File: src/rtl/utf8d_pkg.sv
// ----------------------------------------------------------------------------
// utf8d_pkg
// Shared types and constants for the UTF-8 stream decoder.
// ----------------------------------------------------------------------------
package utf8d_pkg;

  localparam int unsigned ByteWidth  = 8;
  localparam int unsigned CpWidth    = 26;
  localparam int unsigned LenWidth   = 3;
  localparam int unsigned LeadWidth  = 7;
  localparam int unsigned ContWidth  = 6;
  localparam int unsigned QueueDepth = 2;

  // Sequence length codes; zero marks a byte that cannot start a sequence.
  localparam logic [LenWidth-1:0] LenBad = 3'd0;
  localparam logic [LenWidth-1:0] Len1   = 3'd1;
  localparam logic [LenWidth-1:0] Len2   = 3'd2;
  localparam logic [LenWidth-1:0] Len3   = 3'd3;
  localparam logic [LenWidth-1:0] Len4   = 3'd4;
  localparam logic [LenWidth-1:0] Len5   = 3'd5;

  // One classified byte as it waits in the queue.
  typedef struct packed {
    logic [LenWidth-1:0]  lead_len;
    logic [LeadWidth-1:0] lead_bits;
    logic [ContWidth-1:0] cont_bits;
    logic                 eot;
  } item_t;

  // One decoded result.
  typedef struct packed {
    logic [CpWidth-1:0]  code_point;
    logic [LenWidth-1:0] seq_length;
    logic                bad_lead;
    logic                truncated;
  } result_t;

endpackage

File: src/rtl/utf8_stream_decoder_top.sv
// ----------------------------------------------------------------------------
// Path: an accepted byte is written into the queue; the back end then takes it
//   and loads the result it completes (or flags) into the output register.
// Throughput: one byte per cycle while the queue is not full; the two-entry
//   queue absorbs output stalls.
// Reset: rst_ni clears the sequence state, queue and output valid at once.
// ----------------------------------------------------------------------------
// utf8_stream_decoder_top
// UTF-8 byte stream to code point decoder with a decoupled front and back.
// ----------------------------------------------------------------------------
module utf8_stream_decoder_top #(
  parameter int unsigned QueueDepth = utf8d_pkg::QueueDepth
) (
  input  logic                            clk_i,
  input  logic                            rst_ni,
  // byte channel
  input  logic                            in_valid_i,
  output logic                            in_ready_o,
  input  logic [utf8d_pkg::ByteWidth-1:0] in_byte_i,
  input  logic                            end_of_text_i,
  // code point channel
  output logic                            out_valid_o,
  input  logic                            out_ready_i,
  output logic [utf8d_pkg::CpWidth-1:0]   code_point_o,
  output logic [utf8d_pkg::LenWidth-1:0]  seq_length_o,
  output logic                            bad_lead_o,
  output logic                            truncated_o
);

  // Front to queue.
  logic             q_push;
  logic             q_full;
  utf8d_pkg::item_t q_in_item;

  // Queue to back.
  logic             q_valid;
  logic             q_pop;
  utf8d_pkg::item_t q_out_item;

  utf8d_pkg::result_t res;

  // Classify each byte as it is accepted; the lead length and masked lead
  // bits are computed regardless of sequence state, the back end decides use.
  utf8d_front u_front (
    .in_valid_i    (in_valid_i),
    .in_ready_o    (in_ready_o),
    .in_byte_i     (in_byte_i),
    .end_of_text_i (end_of_text_i),
    .q_full_i      (q_full),
    .q_push_o      (q_push),
    .q_item_o      (q_in_item)
  );

  // Hold classified bytes so input transactions continue while a result
  // waits to be taken.
  utf8d_queue #(
    .Depth (QueueDepth)
  ) u_queue (
    .clk_i       (clk_i),
    .rst_ni      (rst_ni),
    .push_i      (q_push),
    .push_item_i (q_in_item),
    .full_o      (q_full),
    .valid_o     (q_valid),
    .pop_i       (q_pop),
    .pop_item_o  (q_out_item)
  );

  // Advance the sequence state one byte per cycle whenever the output
  // register is free or being drained; emit on completion, bad lead or
  // text end in mid-sequence.
  utf8d_back u_back (
    .clk_i       (clk_i),
    .rst_ni      (rst_ni),
    .q_valid_i   (q_valid),
    .q_pop_o     (q_pop),
    .q_item_i    (q_out_item),
    .out_valid_o (out_valid_o),
    .out_ready_i (out_ready_i),
    .out_res_o   (res)
  );

  assign code_point_o = res.code_point;
  assign seq_length_o = res.seq_length;
  assign bad_lead_o   = res.bad_lead;
  assign truncated_o  = res.truncated;

endmodule

File: src/rtl/utf8d_front.sv
// ----------------------------------------------------------------------------
// utf8d_front
// Accepts raw bytes and classifies each as a potential lead byte.
// ----------------------------------------------------------------------------
module utf8d_front (
  input  logic                            in_valid_i,
  output logic                            in_ready_o,
  input  logic [utf8d_pkg::ByteWidth-1:0] in_byte_i,
  input  logic                            end_of_text_i,
  input  logic                            q_full_i,
  output logic                            q_push_o,
  output utf8d_pkg::item_t                q_item_o
);

  logic [utf8d_pkg::LenWidth-1:0]  lead_len;
  logic [utf8d_pkg::LeadWidth-1:0] lead_bits;

  always_comb begin
    lead_len  = utf8d_pkg::LenBad;
    lead_bits = '0;
    if (!in_byte_i[7]) begin
      lead_len  = utf8d_pkg::Len1;
      lead_bits = in_byte_i[6:0];
    end else if (in_byte_i[7:5] == 3'b110) begin
      lead_len  = utf8d_pkg::Len2;
      lead_bits = {2'b00, in_byte_i[4:0]};
    end else if (in_byte_i[7:4] == 4'b1110) begin
      lead_len  = utf8d_pkg::Len3;
      lead_bits = {3'b000, in_byte_i[3:0]};
    end else if (in_byte_i[7:3] == 5'b11110) begin
      lead_len  = utf8d_pkg::Len4;
      lead_bits = {4'b0000, in_byte_i[2:0]};
    end else if (in_byte_i[7:2] == 6'b111110) begin
      lead_len  = utf8d_pkg::Len5;
      lead_bits = {5'b00000, in_byte_i[1:0]};
    end
  end

  assign in_ready_o         = !q_full_i;
  assign q_push_o           = in_valid_i && !q_full_i;
  assign q_item_o.lead_len  = lead_len;
  assign q_item_o.lead_bits = lead_bits;
  assign q_item_o.cont_bits = in_byte_i[utf8d_pkg::ContWidth-1:0];
  assign q_item_o.eot       = end_of_text_i;

endmodule

File: src/rtl/utf8d_queue.sv
// ----------------------------------------------------------------------------
// utf8d_queue
// Short FIFO of classified bytes between front and back.
// ----------------------------------------------------------------------------
module utf8d_queue #(
  parameter int unsigned Depth = utf8d_pkg::QueueDepth
) (
  input  logic             clk_i,
  input  logic             rst_ni,
  input  logic             push_i,
  input  utf8d_pkg::item_t push_item_i,
  output logic             full_o,
  output logic             valid_o,
  input  logic             pop_i,
  output utf8d_pkg::item_t pop_item_o
);

  localparam int unsigned PtrWidth = (Depth > 1) ? $clog2(Depth) : 1;
  localparam int unsigned CntWidth = $clog2(Depth + 1);
  localparam logic [PtrWidth-1:0] PtrLast = PtrWidth'(Depth - 1);
  localparam logic [CntWidth-1:0] CntFull = CntWidth'(Depth);

  utf8d_pkg::item_t    mem_q [Depth];
  logic [PtrWidth-1:0] wr_ptr_q, wr_ptr_d;
  logic [PtrWidth-1:0] rd_ptr_q, rd_ptr_d;
  logic [CntWidth-1:0] cnt_q, cnt_d;
  logic                do_pop;

  assign full_o     = (cnt_q == CntFull);
  assign valid_o    = (cnt_q != '0);
  assign do_pop     = pop_i && valid_o;
  assign pop_item_o = mem_q[rd_ptr_q];

  always_comb begin
    wr_ptr_d = wr_ptr_q;
    rd_ptr_d = rd_ptr_q;
    cnt_d    = cnt_q;
    if (push_i) begin
      wr_ptr_d = (wr_ptr_q == PtrLast) ? '0 : wr_ptr_q + 1'b1;
    end
    if (do_pop) begin
      rd_ptr_d = (rd_ptr_q == PtrLast) ? '0 : rd_ptr_q + 1'b1;
    end
    if (push_i && !do_pop) begin
      cnt_d = cnt_q + 1'b1;
    end else if (!push_i && do_pop) begin
      cnt_d = cnt_q - 1'b1;
    end
  end

  always_ff @(posedge clk_i or negedge rst_ni) begin
    if (!rst_ni) begin
      wr_ptr_q <= '0;
      rd_ptr_q <= '0;
      cnt_q    <= '0;
    end else begin
      wr_ptr_q <= wr_ptr_d;
      rd_ptr_q <= rd_ptr_d;
      cnt_q    <= cnt_d;
    end
  end

  always_ff @(posedge clk_i) begin
    if (push_i) begin
      mem_q[wr_ptr_q] <= push_item_i;
    end
  end

endmodule

File: src/rtl/utf8d_back.sv
// ----------------------------------------------------------------------------
// utf8d_back
// Sequence state, shift-and-OR accumulation and the output register.
// ----------------------------------------------------------------------------
module utf8d_back (
  input  logic              clk_i,
  input  logic              rst_ni,
  input  logic              q_valid_i,
  output logic              q_pop_o,
  input  utf8d_pkg::item_t  q_item_i,
  output logic              out_valid_o,
  input  logic              out_ready_i,
  output utf8d_pkg::result_t out_res_o
);

  localparam int unsigned CpW  = utf8d_pkg::CpWidth;
  localparam int unsigned CntW = utf8d_pkg::ContWidth;

  logic [CpW-1:0]                 partial_q, partial_d;
  logic [utf8d_pkg::LenWidth-1:0] rem_q, rem_d;
  logic [utf8d_pkg::LenWidth-1:0] cur_q, cur_d;
  logic                           out_valid_q, out_valid_d;
  utf8d_pkg::result_t             res_q, res_d;
  logic                           take;
  logic                           emit;

  assign take    = q_valid_i && (!out_valid_q || out_ready_i);
  assign q_pop_o = take;

  always_comb begin
    partial_d   = partial_q;
    rem_d       = rem_q;
    cur_d       = cur_q;
    res_d       = res_q;
    emit        = 1'b0;
    out_valid_d = out_valid_q && !out_ready_i;
    if (take) begin
      if (rem_q == '0) begin
        if (q_item_i.lead_len == utf8d_pkg::LenBad) begin
          emit  = 1'b1;
          res_d = '{code_point: '0, seq_length: utf8d_pkg::Len1,
                    bad_lead: 1'b1, truncated: 1'b0};
        end else if (q_item_i.lead_len == utf8d_pkg::Len1) begin
          emit  = 1'b1;
          res_d = '{code_point: CpW'(q_item_i.lead_bits), seq_length: utf8d_pkg::Len1,
                    bad_lead: 1'b0, truncated: 1'b0};
        end else if (q_item_i.eot) begin
          // Multi-byte lead that is also the last byte of the text.
          emit  = 1'b1;
          res_d = '{code_point: CpW'(q_item_i.lead_bits), seq_length: q_item_i.lead_len,
                    bad_lead: 1'b0, truncated: 1'b1};
        end else begin
          partial_d = CpW'(q_item_i.lead_bits);
          cur_d     = q_item_i.lead_len;
          rem_d     = q_item_i.lead_len - 1'b1;
        end
      end else begin
        partial_d = {partial_q[CpW-CntW-1:0], q_item_i.cont_bits};
        rem_d     = rem_q - 1'b1;
        if (rem_d == '0 || q_item_i.eot) begin
          emit  = 1'b1;
          res_d = '{code_point: partial_d, seq_length: cur_q,
                    bad_lead: 1'b0, truncated: (rem_d != '0)};
        end
      end
      if (emit) begin
        partial_d   = '0;
        rem_d       = '0;
        cur_d       = '0;
        out_valid_d = 1'b1;
      end
    end
  end

  always_ff @(posedge clk_i or negedge rst_ni) begin
    if (!rst_ni) begin
      partial_q   <= '0;
      rem_q       <= '0;
      cur_q       <= '0;
      out_valid_q <= 1'b0;
    end else begin
      partial_q   <= partial_d;
      rem_q       <= rem_d;
      cur_q       <= cur_d;
      out_valid_q <= out_valid_d;
    end
  end

  always_ff @(posedge clk_i) begin
    if (take && emit) begin
      res_q <= res_d;
    end
  end

  assign out_valid_o = out_valid_q;
  assign out_res_o   = res_q;

  a_flags_exclusive: assert property (@(posedge clk_i) disable iff (!rst_ni)
    out_valid_q |-> !(res_q.bad_lead && res_q.truncated))
    else $error("bad_lead and truncated both set");

  a_bad_lead_shape: assert property (@(posedge clk_i) disable iff (!rst_ni)
    out_valid_q && res_q.bad_lead |-> (res_q.code_point == '0) &&
                                      (res_q.seq_length == utf8d_pkg::Len1))
    else $error("bad lead result not zero with length one");

  a_trunc_multibyte: assert property (@(posedge clk_i) disable iff (!rst_ni)
    out_valid_q && res_q.truncated |-> (res_q.seq_length != utf8d_pkg::Len1) &&
                                       (res_q.seq_length != utf8d_pkg::LenBad))
    else $error("truncated result on a single byte sequence");

  a_rem_below_len: assert property (@(posedge clk_i) disable iff (!rst_ni)
    rem_q != '0 |-> rem_q < cur_q)
    else $error("remaining count not below sequence length");

endmodule

File: config.mk
export PLATFORM = sky130hd
export DESIGN_NAME = utf8_stream_decoder_top
export DESIGN_NICKNAME = d
export VERILOG_FILES = /design/src/rtl/utf8d_pkg.sv /design/src/rtl/utf8_stream_decoder_top.sv /design/src/rtl/utf8d_front.sv /design/src/rtl/utf8d_queue.sv /design/src/rtl/utf8d_back.sv
export SDC_FILE = /design/constraint.sdc
export NUM_CORES = 1
export LEC_CHECK = 0
export CORE_UTILIZATION = 40
export CTS_CLUSTER_DIAMETER = 30
export DETAILED_ROUTE_END_ITERATION = 8
export DONT_BUFFER_PORTS = 1
export PLACE_DENSITY = 0.63
export SLEW_MARGIN = 20
export SYNTH_ARGS = -nofsm -noshare
export SYNTH_HDL_FRONTEND = slang
export SYNTH_SLANG_ARGS = --single-unit
File: constraint.sdc
create_clock -name clk_i -period 6.15 [get_ports clk_i]
set_input_delay 0.615 -clock clk_i [delete_from_list [all_inputs] [get_ports clk_i]]
set_output_delay 0.615 -clock clk_i [all_outputs]
set_load 0.05 [all_outputs]
==> results of run 1 <==
-- Yosys cell counts --
| cell type | number | area share, % |
|---|---|---|
| nor3_1 | 4 | 0.49 |
| a21bo_2 | 1 | 0.25 |
| ha_1 | 7 | 2.1 |
| xor2_1 | 2 | 0.43 |
| o22ai_1 | 1 | 0.15 |
| clkinv_1 | 1 | 0.092 |
| inv_1 | 5 | 0.46 |
| or2_2 | 1 | 0.15 |
| mux2_4 | 1 | 0.37 |
| a21oi_1 | 8 | 0.98 |
| o31ai_4 | 1 | 0.52 |
| nand2_1 | 10 | 0.92 |
| a22o_1 | 22 | 4.7 |
| buf_2 | 6 | 0.74 |
| a21boi_0 | 2 | 0.37 |
| nand2_2 | 1 | 0.15 |
| o41ai_1 | 1 | 0.21 |
| o31ai_1 | 1 | 0.18 |
| clkbuf_1 | 4 | 0.37 |
| nor2_1 | 20 | 1.8 |
| nor2b_1 | 5 | 0.77 |
| o21ai_0 | 11 | 1.3 |
| o21a_1 | 1 | 0.18 |
| nand2b_1 | 5 | 0.77 |
| or4_1 | 1 | 0.18 |
| o211ai_1 | 1 | 0.18 |
| a21o_1 | 2 | 0.37 |
| a211oi_1 | 16 | 2.9 |
| edfxtp_1 | 65 | 48 |
| o2bb2ai_1 | 3 | 0.64 |
| xnor2_1 | 3 | 0.64 |
| or3_4 | 1 | 0.28 |
| and3_1 | 1 | 0.15 |
| mux2_2 | 6 | 1.7 |
| or3_1 | 1 | 0.15 |
| nand3_1 | 4 | 0.49 |
| dfrtp_1 | 31 | 19 |
| mux2i_2 | 1 | 0.34 |
| and2_1 | 22 | 3.4 |
| buf_6 | 2 | 0.55 |
| buf_1 | 1 | 0.092 |
| mux2i_1 | 10 | 2.5 |
-- stage by stage --
stage	instance area (sq um)	utilization, %	setup slack [ps]
final	4460	45.4	2540
after global routing	4460	45.4	2240
after CTS	4440	45.3	2440
after detailed placement	4220	42.9	2460
after global placement	4220	42.9	2570
after floorplan	4080	-	2560
-- registers in the layout, summed over array words and instances (netlist names) --
name                cells
u_back.cur_q            3
u_back.out_res_o       31
u_queue.wr_ptr_q        1
u_back.out_valid_o      1
u_queue.rd_ptr_q        1
u_back.rem_q            3
u_queue.mem_q          34
u_back.partial_q       20
u_queue.cnt_q           2
-- area by class of cell --
class                   instances  share of cell area [%]
flip-flops and latches         96                    61.2
clock buffers                  10                    3.34
multi-input cells             177                    28.3
clock inverters                 6                    1.32
repair buffers                  7                    1.54
inverters                       6                   0.505
well taps                     133                    3.73
-- worst min path at each step --
stage | startpoint | slack, ps | end
final | rst_ni | 70 | u_back.partial_q[6]
after global routing | rst_ni | 50 | u_back.partial_q[13]
after CTS | rst_ni | 60 | u_back.partial_q[17]
after detailed placement | rst_ni | 320 | u_back.rem_q[2]
after global placement | rst_ni | 320 | u_back.partial_q[18]
after floorplan | rst_ni | 320 | u_back.cur_q[0]
-- cells by family after synthesis --
logic type	Yosys count	share of synthesized area [%]
AND/OR/NAND/NOR	76	9.72
XOR/XNOR	5	1.07
adder cells (fa/ha/maj)	7	2.15
multiplexers	18	4.82
AO/OA/AOI/OAI	71	13.1
flip-flops	96	66.9
buffers and inverters	19	2.30
-- layer usage --
| metal | up-vias | wire [um] | global-route usage [%] |
|---|---|---|---|
| met1 | 1089 | 3450 | 20.6 |
| met3 | 10 | 305 | 4.41 |
| met2 | 66 | 3170 | 21.3 |
| li1 | 1105 | - | - |
| met4 | 0 | 132 | 5.96 |
| met5 | - | 0 | 0 |
-- layout by cell type (no fill, tap or decap), types with 2 or more instances in the layout --
cell type  instances
nor2b_1            5
a21o_1             2
a21boi_0           2
mux2i_1           10
nor2_2             2
clkinv_4           2
nand2b_1           5
o2bb2ai_1          3
nand3_1            4
ha_1               7
buf_4              5
inv_1              5
mux2_2             6
inv_8              3
nor3_1             4
and2_1            22
a21oi_1            8
dfrtp_1           31
edfxtp_1          65
nor2_1            18
clkbuf_8           9
a211oi_1          16
xor2_1             2
a22o_1            22
nand2_1           10
o21ai_0           11
xnor2_1            3
-- timing repair --
| item | in CTS | in global routing |
|---|---|---|
| endpoints found under the hold margin | 31 | 0 |
| buffers inserted | 0 | 0 |
| hold buffers | 1 | 0 |
==> results.tsv, run 1 <==
metric	value	unit
# setup viols final	0	
sequential-to-total area share from yosys stat	66.9	%
Synth Warn #	0	
cells along the critical path	mux2i_1 -> ha_1 -> or2_2 -> nand3_1 -> nor2_1 -> nor3_1 -> buf_4 -> nor2_2 -> buf_4	
clock-pin slew of the registers on the worst-case setup and hold paths	100	ps
Multi-input gate area	1260	sq um
setup TNS	0	ps
Antenna diodes	0	
Req. time, crit path	6190	ps
FMAX	0.277	GHz
register area	2730	sq um
crit-path most repeated cell	buf_4	
Worst Tran Pin Value	923	ps
Critical Path Source	u_queue.rd_ptr_q	
IO Pins	46	
CTS max path bufs	2	
chip width	103	um
Cells after Synth	292	
Die H	103	um
initial antenna violation count	0	
drt first pass iters	4	
final WL	7.06	mm
CTS tree	yes	
critical path type	flip-flop to flip-flop	
net count after synthesis	312	
Critical Path Max Stage Delay	960	ps
origin of the critical flop-to-flop path	u_queue.rd_ptr_q	
Finished Layout Cells	435	
drt wl/cell	16.2	um
Setup crit start kind	flip-flop	
Area Growth Syn to Fin	9.23	%
Rows	36	
post-CTS sizing	0	
initial DRC count	121	
arrival time at the worst endpoint	3650	ps
Crit path buffers/inverters	2	
GRT overflow	0	
CP max stage cell	dfrtp_1	
Cell variety after synth	42	
RSZ-0062 raised after global routing	false	
total CTS buffers	9	
DRC Markers	0	
NumNets Final	317	
htree depth	3	
worst flop-to-flop path endpoint	u_back.out_res_o[12]	
status	finished clean	
post-DP HPWL	4.80	mm
Post-Syn Area	4080	sq um
GP Congestion	0.861	
GRT Total Usage	14.7	%
later-pin clock latency in the skew report	360	ps
core area	9820	sq um
full die area	10600	sq um
Min-Delay Path Class	primary input to asynchronous set/reset pin	
routed via count	2270	
clk root buf	clkbuf_8	
max-cap viol count	0	
Initial Utilization	41.5	%
#FFs+latches synth	96	
Vias/cell	5.22	
Slew HR	38.5	%
Tmin final	3610	ps
Final Skew	9.14	ps
final slew viol count	0	
FF-to-FF setup slack	2540	ps
Worst Setup End Kind	flip-flop	
R2R depth	9	
stages on the worst setup path	9	
largest net degree at the start of global routing	38	
placed cells	417	
port buffer count	0	
vias in the first global route	2182	
CTS Sinks	96	
CP max FO	22	
WHS	70.2	ps
layout cell share with drive strength beyond 1	12.6	%
Setup crit end	u_back.out_res_o[12]	
post-route ant nets	0	
Final Hold Vio Count	0	
fin crit share	58.7	%
syn_area_per_cell	14.0	sq um
CP top delay family	flip-flops	
fill count	920	
first-pass GRT wire length	11.4	mm
Power of run 1 is not shown: default switching activity piles up to over one toggle a cycle in this logic, so the estimate is an artifact.
==> run 2: changes to the inputs <==
Clock period 6.15 ns to 3.7 ns, I/O delays scaled along.
==> run 2 against run 1 <==
Compared with the run above: sequential cell count is the same; sequential share of layout area shrank 0.39 points; clock skew grew 5.9 ps; clock-buffer cell count is the same; non-clock buffer count grew 3; first-iteration DRC count grew 21%; critical path type unchanged; critical endpoint is now u_back.partial_q[2].
==> results.tsv, run 2 (synthesized netlist as in run 1, its figures left out) <==
metric	value	unit
crit-path most repeated cell	ha_1	
largest net degree at the start of global routing	37	
Tmin final	3000	ps
Antenna diodes	0	
Final Skew	15.1	ps
FMAX	0.333	GHz
Worst Tran Pin Value	778	ps
drt first pass iters	4	
worst flop-to-flop path endpoint	u_back.partial_q[2]	
Area Growth Syn to Fin	9.94	%
later-pin clock latency in the skew report	360	ps
DP Area	4240	sq um
chip width	103	um
max-cap viol count	0	
GRT overflow	0	
Critical Path Source	u_queue.rd_ptr_q	
origin of the critical flop-to-flop path	u_queue.rd_ptr_q	
grt met3 use	4.07	%
GRT busiest layer	met2	
vias in the first global route	2216	
# setup viols final	0	
CP max stage cell	dfrtp_1	
CP max FO	18	
Rows	36	
Crit path buffers/inverters	1	
placed cells	420	
fin crit share	81.1	%
CTS max path bufs	2	
RSZ-0062 raised after global routing	false	
clk root buf	clkbuf_8	
R2R depth	7	
IO Pins	46	
met1 Use GR	19.3	%
initial antenna violation count	0	
GP Congestion	0.920	
full die area	10600	sq um
final WL	6.79	mm
max FFs per register	34	
final slew viol count	0	
CTS Sinks	96	
Final Hold Vio Count	0	
commonest non-fill, non-tap cell in the layout	edfxtp_1	
Finished Layout Cells	438	
Biggest register	u_queue.mem_q	
htree depth	3	
stages on the worst setup path	7	
Setup crit end	u_back.partial_q[2]	
post-DP HPWL	4.74	mm
clock-pin slew of the registers on the worst-case setup and hold paths	90	ps
Setup crit start kind	flip-flop	
met2 GRT Util	21.4	%
Worst Setup End Kind	flip-flop	
register area	2730	sq um
layout cell share with drive strength beyond 1	12.8	%
most frequent cells in the layout	65 x edfxtp_1, 31 x dfrtp_1, 22 x and2_1, 22 x a22o_1, 19 x nor2_1	
first-pass GRT wire length	11.1	mm
Req. time, crit path	4000	ps
post-CTS sizing	0	
fill count	905	
FF-to-FF setup slack	700	ps
Initial Utilization	41.5	%
CTS tree	yes	
critical path type	flip-flop to flip-flop	
core area	9820	sq um
drt wl/cell	15.5	um
Critical Path Max Stage Delay	640	ps
Vias/cell	5.24	
Min-Delay Path Class	primary input to flip-flop	
port buffer count	0	
Design Area, Final	4480	sq um
Slew HR	48.1	%
routed via count	2297	
Multi-input gate area	1260	sq um
CP top delay family	compound AO/OA/AOI/OAI gates	
Die H	103	um
setup TNS	0	ps
NumNets Final	320	
GRT Total Usage	14.2	%
total CTS buffers	9	
DRC Markers	0	
cells along the critical path	mux2i_1 -> ha_1 -> ha_1 -> or3_4 -> o31ai_4 -> buf_4 -> a22o_1	
initial DRC count	146	
arrival time at the worst endpoint	3300	ps
status	finished clean	
post-route ant nets	0	
[run 2: changes by cell type in the layout (fill, tap and decap cells not counted), moves of 2 or more]
cell / change
inv_6: +2
inv_4: +2
inv_8: -3
buf_4: +3
[run 2: layer usage]
metal / vias up / wire length (um)
li1: 1111 / -
met2: 63 / 3090
met1: 1110 / 3250
met5: - / 0
met3: 13 / 330
met4: 0 / 122
[run 2: how the worst min path moves through the flow]
| stage | start | end | slack (ps) | depth (start not counted) |
|---|---|---|---|---|
| 3_5_place_dp | rst_ni | u_back.rem_q[2] | 80 | 0 |
| 4_1_cts | in_byte_i[2] | u_queue.mem_q[0][3] | 100 | 0 |
| 3_3_place_gp | rst_ni | u_back.rem_q[2] | 80 | 0 |
| 6_report | in_byte_i[3] | u_queue.mem_q[1][4] | 110 | 0 |
| 2_1_floorplan | rst_ni | u_back.cur_q[0] | 70 | 0 |
| 5_1_grt | in_byte_i[3] | u_queue.mem_q[1][4] | 80 | 0 |
[run 2: metrics by stage]
step | util [%] | setup WS (ps) | hold slack (ps)
finish | 45.7 | 701 | 107
global route | 45.7 | 453 | 84.9
CTS | 45.7 | 674 | 96.8
detailed placement | 43.1 | 695 | 76.2
global placement | 43.1 | 790 | 76.3
floorplan | - | 111 | 74.4
[run 2: timing repair]
action | 4_1_cts | 5_1_grt
endpoints found under the hold margin | 31 | 0
setup buffers | 0 | 0
hold buffers | 2 | 0
[run 2: final cells by class]
| class | count | area share (%) |
|---|---|---|
| repair buffers | 10 | 2.01 |
| flip-flops and latches | 96 | 60.8 |
| well taps | 133 | 3.71 |
| multi-input cells | 177 | 28.1 |
| clock inverters | 6 | 1.53 |
| clock buffers | 10 | 3.32 |
| inverters | 6 | 0.502 |
Power of run 2 is left out for the same reason.
==> run 3: changes to the inputs <==
Settings changed: PLACE_DENSITY 0.63 to 0.65.
Clock period 3.7 ns to 2.6 ns, I/O delays scaled along.
==> run 3 against run 2 <==
Compared with the run above: wire length is 8.1% higher; utilization is 1.8 points higher; maximum frequency is 21% higher; cell area is 4.0% higher; clock skew is 1.5 ps lower; sequential cell count stayed put; sequential share of layout area is 2.3 points lower; cell count is 4.6% higher; first-iteration DRC count is 15% lower; non-clock buffer count is 19 higher; die area stayed put; via count is 2.0% higher; critical endpoint is now u_back.partial_q[1].
==> results.tsv, run 3 (synthesized netlist as in run 1, its figures left out) <==
metric	value	unit
GP Congestion	0.866	
critical path type	flip-flop to flip-flop	
DRC Markers	0	
Initial Utilization	41.5	%
initial antenna violation count	0	
later-pin clock latency in the skew report	360	ps
origin of the critical flop-to-flop path	u_queue.rd_ptr_q	
Final Hold Vio Count	0	
crit-path most repeated cell	buf_4	
routed via count	2343	
commonest non-fill, non-tap cell in the layout	edfxtp_1	
Min-Delay Path Class	primary input to flip-flop	
Biggest register	u_queue.mem_q	
Critical Path Source	u_queue.rd_ptr_q	
final WL	7.34	mm
NumNets Final	340	
worst flop-to-flop path endpoint	u_back.partial_q[1]	
Slew HR	47.1	%
Final Skew	13.6	ps
layout cell share with drive strength beyond 1	17.5	%
port buffer count	0	
Setup crit end	u_back.partial_q[1]	
fin crit share	95.7	%
cells along the critical path	mux2i_1 -> buf_4 -> ha_1 -> buf_4 -> ha_1 -> or3_4 -> o31ai_4 -> buf_4 -> a211oi_1 -> a22o_1	
post-route ant nets	0	
drt wl/cell	16.0	um
first-pass GRT wire length	11.6	mm
max-cap viol count	0	
CP max stage cell	dfrtp_1	
Req. time, crit path	2850	ps
setup bufs post-CTS	0	
clk root buf	clkbuf_8	
Setup crit start kind	flip-flop	
status	finished clean	
Crit path buffers/inverters	3	
Antenna diodes	0	
IO Pins	46	
Tmin final	2490	ps
CTS max path bufs	2	
WHS	82.2	ps
Rows	36	
Die H	103	um
FF-to-FF setup slack	110	ps
Worst Setup End Kind	flip-flop	
arrival time at the worst endpoint	2740	ps
Area Growth Syn to Fin	14.3	%
R2R depth	10	
clock-pin slew of the registers on the worst-case setup and hold paths	90	ps
final slew viol count	0	
Vias/cell	5.12	
total CTS buffers	9	
largest net degree at the start of global routing	37	
CTS tree	yes	
CTS Sinks	96	
max FFs per register	34	
CP max FO	7	
drt first pass iters	4	
core area	9820	sq um
CP top delay family	buffers and inverters	
GRT overflow	0	
# setup viols final	0	
initial DRC count	124	
post-DP HPWL	4.97	mm
fill count	906	
GRT Total Usage	15.0	%
stages on the worst setup path	10	
most frequent cells in the layout	65 x edfxtp_1, 31 x dfrtp_1, 22 x and2_1, 22 x a22o_1, 20 x buf_4	
Critical Path Max Stage Delay	440	ps
chip width	103	um
full die area	10600	sq um
Worst Tran Pin Value	793	ps
FMAX	0.402	GHz
htree depth	3	
vias in the first global route	2283	
## run 3: cell type report
type                       instances  area [sq um]  share of cell area [%]
clock buffer                      10           149                    3.19
clock inverter                     6          47.5                    1.02
tap                              133           166                    3.57
timing repair buffer              29           250                    5.37
inverter                           6          22.5                   0.483
multi-input combinational        178          1300                    27.9
sequential                        96          2730                    58.5
## run 3: what timing repair did
action,4_1_cts,5_1_grt
setup endpoints to repair,0,32
gates resized for setup,0,2
hold buffers,9,0
hold endpoints to repair,45,0
## run 3: per-layer routing
layer | GRT usage [%] | part of all wire [%]
met2 | 23.9 | 47
met4 | 4.44 | 1.3
met1 | 19.3 | 47
met3 | 5.42 | 4.2
met5 | 0 | 0
## run 3: through the flow
| step | utilization (%) | cells | setup WS, ps | instance area [sq um] | TNS (ps) |
|---|---|---|---|---|---|
| 3_3_place_gp | 44.3 | 432 | 123 | 4350 | 0 |
| 5_1_grt | 47.5 | 458 | -5.72 | 4660 | -60.5 |
| 2_1_floorplan | - | 292 | 26.2 | 4100 | 0 |
| 4_1_cts | 47.3 | 457 | 62.0 | 4640 | 0 |
| 3_5_place_dp | 44.3 | 432 | 62.8 | 4350 | 0 |
| 6_report | 47.5 | 458 | 113 | 4660 | 0 |
## run 3: worst min path at each step
stage,from,to,slack (ps),cells past startpoint
after floorplan,rst_ni,u_back.cur_q[0],-40,0
after global placement,rst_ni,u_back.rem_q[2],-30,0
after detailed placement,rst_ni,u_back.partial_q[18],-30,0
after CTS,in_byte_i[7],u_queue.mem_q[1][14],60,1
after global routing,in_byte_i[7],u_queue.mem_q[0][14],70,1
final,in_byte_i[7],u_queue.mem_q[1][14],80,1
## run 3: worst reg2reg max path: stages, from the launching register on
cell,delay (ps)
dfrtp_1,440
mux2i_1,140
buf_4,150
ha_1,200
buf_4,140
ha_1,240
or3_4,420
o31ai_4,220
buf_4,190
a211oi_1,60
a22o_1,190
Power of run 3 is left out for the same reason.
